### config.mk
export PLATFORM = sky130hd
export DESIGN_NAME = q2e_sqrt_cell
export DESIGN_NICKNAME = d
export VERILOG_FILES = /design/src/hdl/assert_macros.svh /design/src/hdl/q2e_sqrt_cell.sv
export SDC_FILE = /design/constraint.sdc
export NUM_CORES = 1
export LEC_CHECK = 0
export BUFFER_PORTS_ARGS = -buffer_cell sky130_fd_sc_hd__buf_2
export CAP_MARGIN = 20
export CORE_MARGIN = 2
export CORE_UTILIZATION = 47
export CTS_CLUSTER_SIZE = 10
export DETAILED_ROUTE_END_ITERATION = 6
export PLACE_DENSITY = 0.75
export SETUP_SLACK_MARGIN = 0.5
export SLEW_MARGIN = 0
export SYNTH_ARGS = -nofsm -noshare
export SYNTH_HDL_FRONTEND = slang
export SYNTH_SLANG_ARGS = --single-unit
### constraint.sdc
create_clock -name clk -period 6.95 [get_ports clk]
set_input_delay 1.0425 -clock clk [delete_from_list [all_inputs] [get_ports clk]]
set_output_delay 1.0425 -clock clk [all_outputs]
set_load 0.01 [all_outputs]
### src/hdl/assert_macros.svh
// assertion macros used by quaternion_to_euler_angles
// no dependencies
`ifndef ASSERT_MACROS_SVH
`define ASSERT_MACROS_SVH

// implication checked on every rising edge outside reset
`define Q2E_ASSERT_IMPL(lbl, clk, rst, ante, cons, msg) \
  lbl: assert property (@(posedge clk) disable iff (rst) (ante) |-> (cons)) else $error(msg);

// plain invariant checked on every rising edge outside reset
`define Q2E_ASSERT_ALWAYS(lbl, clk, rst, cond, msg) \
  lbl: assert property (@(posedge clk) disable iff (rst) (cond)) else $error(msg);

`endif

### src/hdl/q2e_sqrt_cell.sv
// one digit step of the restoring integer square root chain
// uses q2e_pkg only through the parent's parameters
`default_nettype none

module q2e_sqrt_cell #(
  parameter int WORK_FRAC     = 28,
  parameter int STEP          = 0,
  parameter int PAYLOAD_WIDTH = 1
) (
  input  wire logic                       clk,
  input  wire logic [2*WORK_FRAC+1:0]     n_in,
  input  wire logic [2*WORK_FRAC+1:0]     res_in,
  input  wire logic [PAYLOAD_WIDTH-1:0]   pay_in,
  output      logic [2*WORK_FRAC+1:0]     n_out,
  output      logic [2*WORK_FRAC+1:0]     res_out,
  output      logic [PAYLOAD_WIDTH-1:0]   pay_out
);

  localparam int NW = 2 * WORK_FRAC + 2;
  localparam logic [NW-1:0] BIT = NW'(1) << (2 * (WORK_FRAC - STEP));

  logic [NW-1:0] trial;
  logic [NW-1:0] n_next;
  logic [NW-1:0] res_next;

  always_comb begin
    trial = res_in + BIT;
    if (n_in >= trial) begin
      n_next   = n_in - trial;
      res_next = (res_in >> 1) + BIT;
    end else begin
      n_next   = n_in;
      res_next = res_in >> 1;
    end
  end

  always_ff @(posedge clk) begin
    n_out   <= n_next;
    res_out <= res_next;
    pay_out <= pay_in;
  end

endmodule

`default_nettype wire

==> impl_metrics.tcl <==
set metrics [dict create \
    ys_types 64 \
    num-fill-cells 1303 \
    max_freq_mhz 205 \
    min_period_ps 4880 \
    ys_warn_count 0 \
    port-buffer-count 234 \
    start_util_pct 48.6 \
    drv_cap 0 \
    finalHoldViolCount 0 \
    synthArstFlopShare_pct 0 \
    cts_root_buf "clkbuf_16" \
    syn-num-nets 964 \
    ys_seq_area_share_pct 32.9 \
    pwr_density_cell_nw_per_um2 269 \
    synth_top_area_cell "dfxtp_1" \
    grt.overflow.total 0 \
    wirelength_um 19800 \
    track_usage_pct 24.3 \
    final_cells 1204 \
    h-tree-depth 4 \
    slew_violations 0 \
    crit_required_ps 7260 \
    die_h_um 127 \
    syn_avg_cell_area_um2 9.05 \
    slew_headroom_pct 39.3 \
    cts_tree "built" \
    cts_inserted_buffers 17 \
    io_pins 235 \
    clock-sinks 117 \
    vias_per_cell 5.48 \
    cellLeakagePower_uw 0.00451 \
    ys_seq_elements 117 \
    syn_area_um2 7120 \
    setup_viol 0 \
    whs_ps 723 \
    die-area_um2 16200 \
    irDropWorstVdd_v 0.000184 \
    drive_above_1_share_pct 31.5 \
    final_net_count 1184 \
    final.setup.tns_ps 0 \
    startpoint "n_in[0]" \
    synth_top_flop_cell "dfxtp_1" \
    synth-edff-count 0 \
    vias 6597 \
    grt_antenna_before_repair 2 \
    synth_cells 787 \
    rows 44 \
    clk_path_buf_depth 2 \
    grt_pass1_vias 6326 \
    period_share_pct 70.2 \
    postCtsHoldBufs 0 \
    rsz0062_at_grt "no" \
    path_clk_slew_ps 50 \
    regArea_um2 2340 \
    yosys.area.top_type_share_pct 32.9 \
    drt_iter0_drc 471 \
    first_pass_iters 5 \
    min-delay-start "pay_in" \
    post_drt_wl_per_cell_um 16.4 \
    syn_to_final_growth_pct 26.6 \
    core-area_um2 14600 \
    routabilityCongestion 0.886 \
    cp.arrival_ps 5180 \
    grt_max_degree 27 \
    start_kind "input pin" \
    path_max_fanout 26 \
    ctsResizeCount 0 \
    postRouteAntennaNets 0 \
    critPathKind "input pin to flip-flop" \
    fp.dieW_um 127 \
    worst_slew_pin_slew_ps 906 \
    crit_path_end_kind "flip-flop" \
    drcViolationCount 0 \
    mostFrequentLayoutCells "buf_2 (234), dfxtp_1 (117), inv_1 (73)" \
    placed_cells 1172 \
    postCtsSetupRepairBufs 0 \
    status "complete, no violations" \
    multi_input_area_um2 4340 \
    final_common_cell "buf_2" \
    holdPathStages 1 \
    hpwlAfterDp_um 15500 \
    min_path_type "input pin to flip-flop" \
    synth_area_leaders "dfxtp_1 (33%), ha_1 (10%), mux2_4 (7.8%), a21oi_1 (4.6%), inv_1 (3.8%)" \
    grt_pass1_wl_um 31200 \
]
## worst paths after layout
path,to,slack [ps]
min,pay_out,720
max,n_out[22],2070
## cells by family after synthesis
group | after synthesis | share of synthesized area (%)
AO/OA/AOI/OAI | 236 | 22.5
AND/OR/NAND/NOR | 171 | 12.5
flip-flops | 117 | 32.9
buffers and inverters | 108 | 6.17
adder cells (fa/ha/maj) | 59 | 10.5
multiplexers | 52 | 10.1
XOR/XNOR | 44 | 5.41
## state kept, by name (all words and copies together), names as in the netlist
name     flops
pay_out      1
res_out     58
n_out       58
## per-layer routing
layer,up-vias,wire [µm],GRT usage (%)
li1,3282,-,-
met1,2979,8860,30.9
met2,294,8910,39.8
met3,40,1510,6.87
met4,2,466,8.60
met5,-,11,0
## final cells by class
class | instances | area share [%]
Timing Repair Buffer | 236 | 13.2
Sequential cell | 117 | 26.0
Inverter | 73 | 3.04
Tap cell | 184 | 2.55
Multi-Input combinational cell | 562 | 48.2
Clock inverter | 10 | 1.97
Clock buffer | 21 | 5.11
Antenna cell | 1 | 0.0278
## synth_stat cells, types with 3 or more instances
cell type / n
a211oi_1: 10
a21boi_0: 3
a21o_1: 35
a21oi_1: 66
a221o_1: 3
a31oi_1: 9
and2_1: 8
and3_1: 9
and4_1: 5
buf_6: 4
clkbuf_1: 30
dfxtp_1: 117
ha_1: 58
inv_1: 73
mux2_2: 10
mux2_4: 37
mux2i_1: 5
nand2_1: 33
nand2b_1: 7
nand3_1: 16
nand4_1: 16
nor2_1: 31
nor2b_1: 6
nor3_1: 21
nor4_1: 4
o211ai_1: 17
o21a_1: 15
o21ai_0: 33
o21bai_1: 12
o31ai_1: 7
o41ai_1: 4
or3_1: 5
xnor2_1: 30
xor2_1: 14
## worst max-delay path, stage by stage
cell and delay [ps]:
buf_2 90, inv_1 70, ha_1 170, inv_1 50
fa_1 420, a21o_1 200, a221o_1 350, a22oi_2 270
a211oi_2 140, o21ai_2 260, a21oi_4 140, a311oi_4 770
o21ai_4 400, buf_4 420, mux2_4 350
## per-stage QoR
step	worst slack, ps	power [µW]	utilization (%)	cell area (µm²)
global route	1900	2540	61.6	9010
global placement	1840	1470	57.2	8370
CTS	2100	2440	61.5	9010
floorplan	2970	1260	-	7120
detailed placement	1660	1480	57.2	8370
finish	2070	2430	61.6	9010
## where the power goes
part | switching, µW | internal [µW]
sequential | 19.7 | 759
clock | 304 | 649
combinational | 376 | 318
total | 699 | 1730
(Power assumes the default switching activity.)
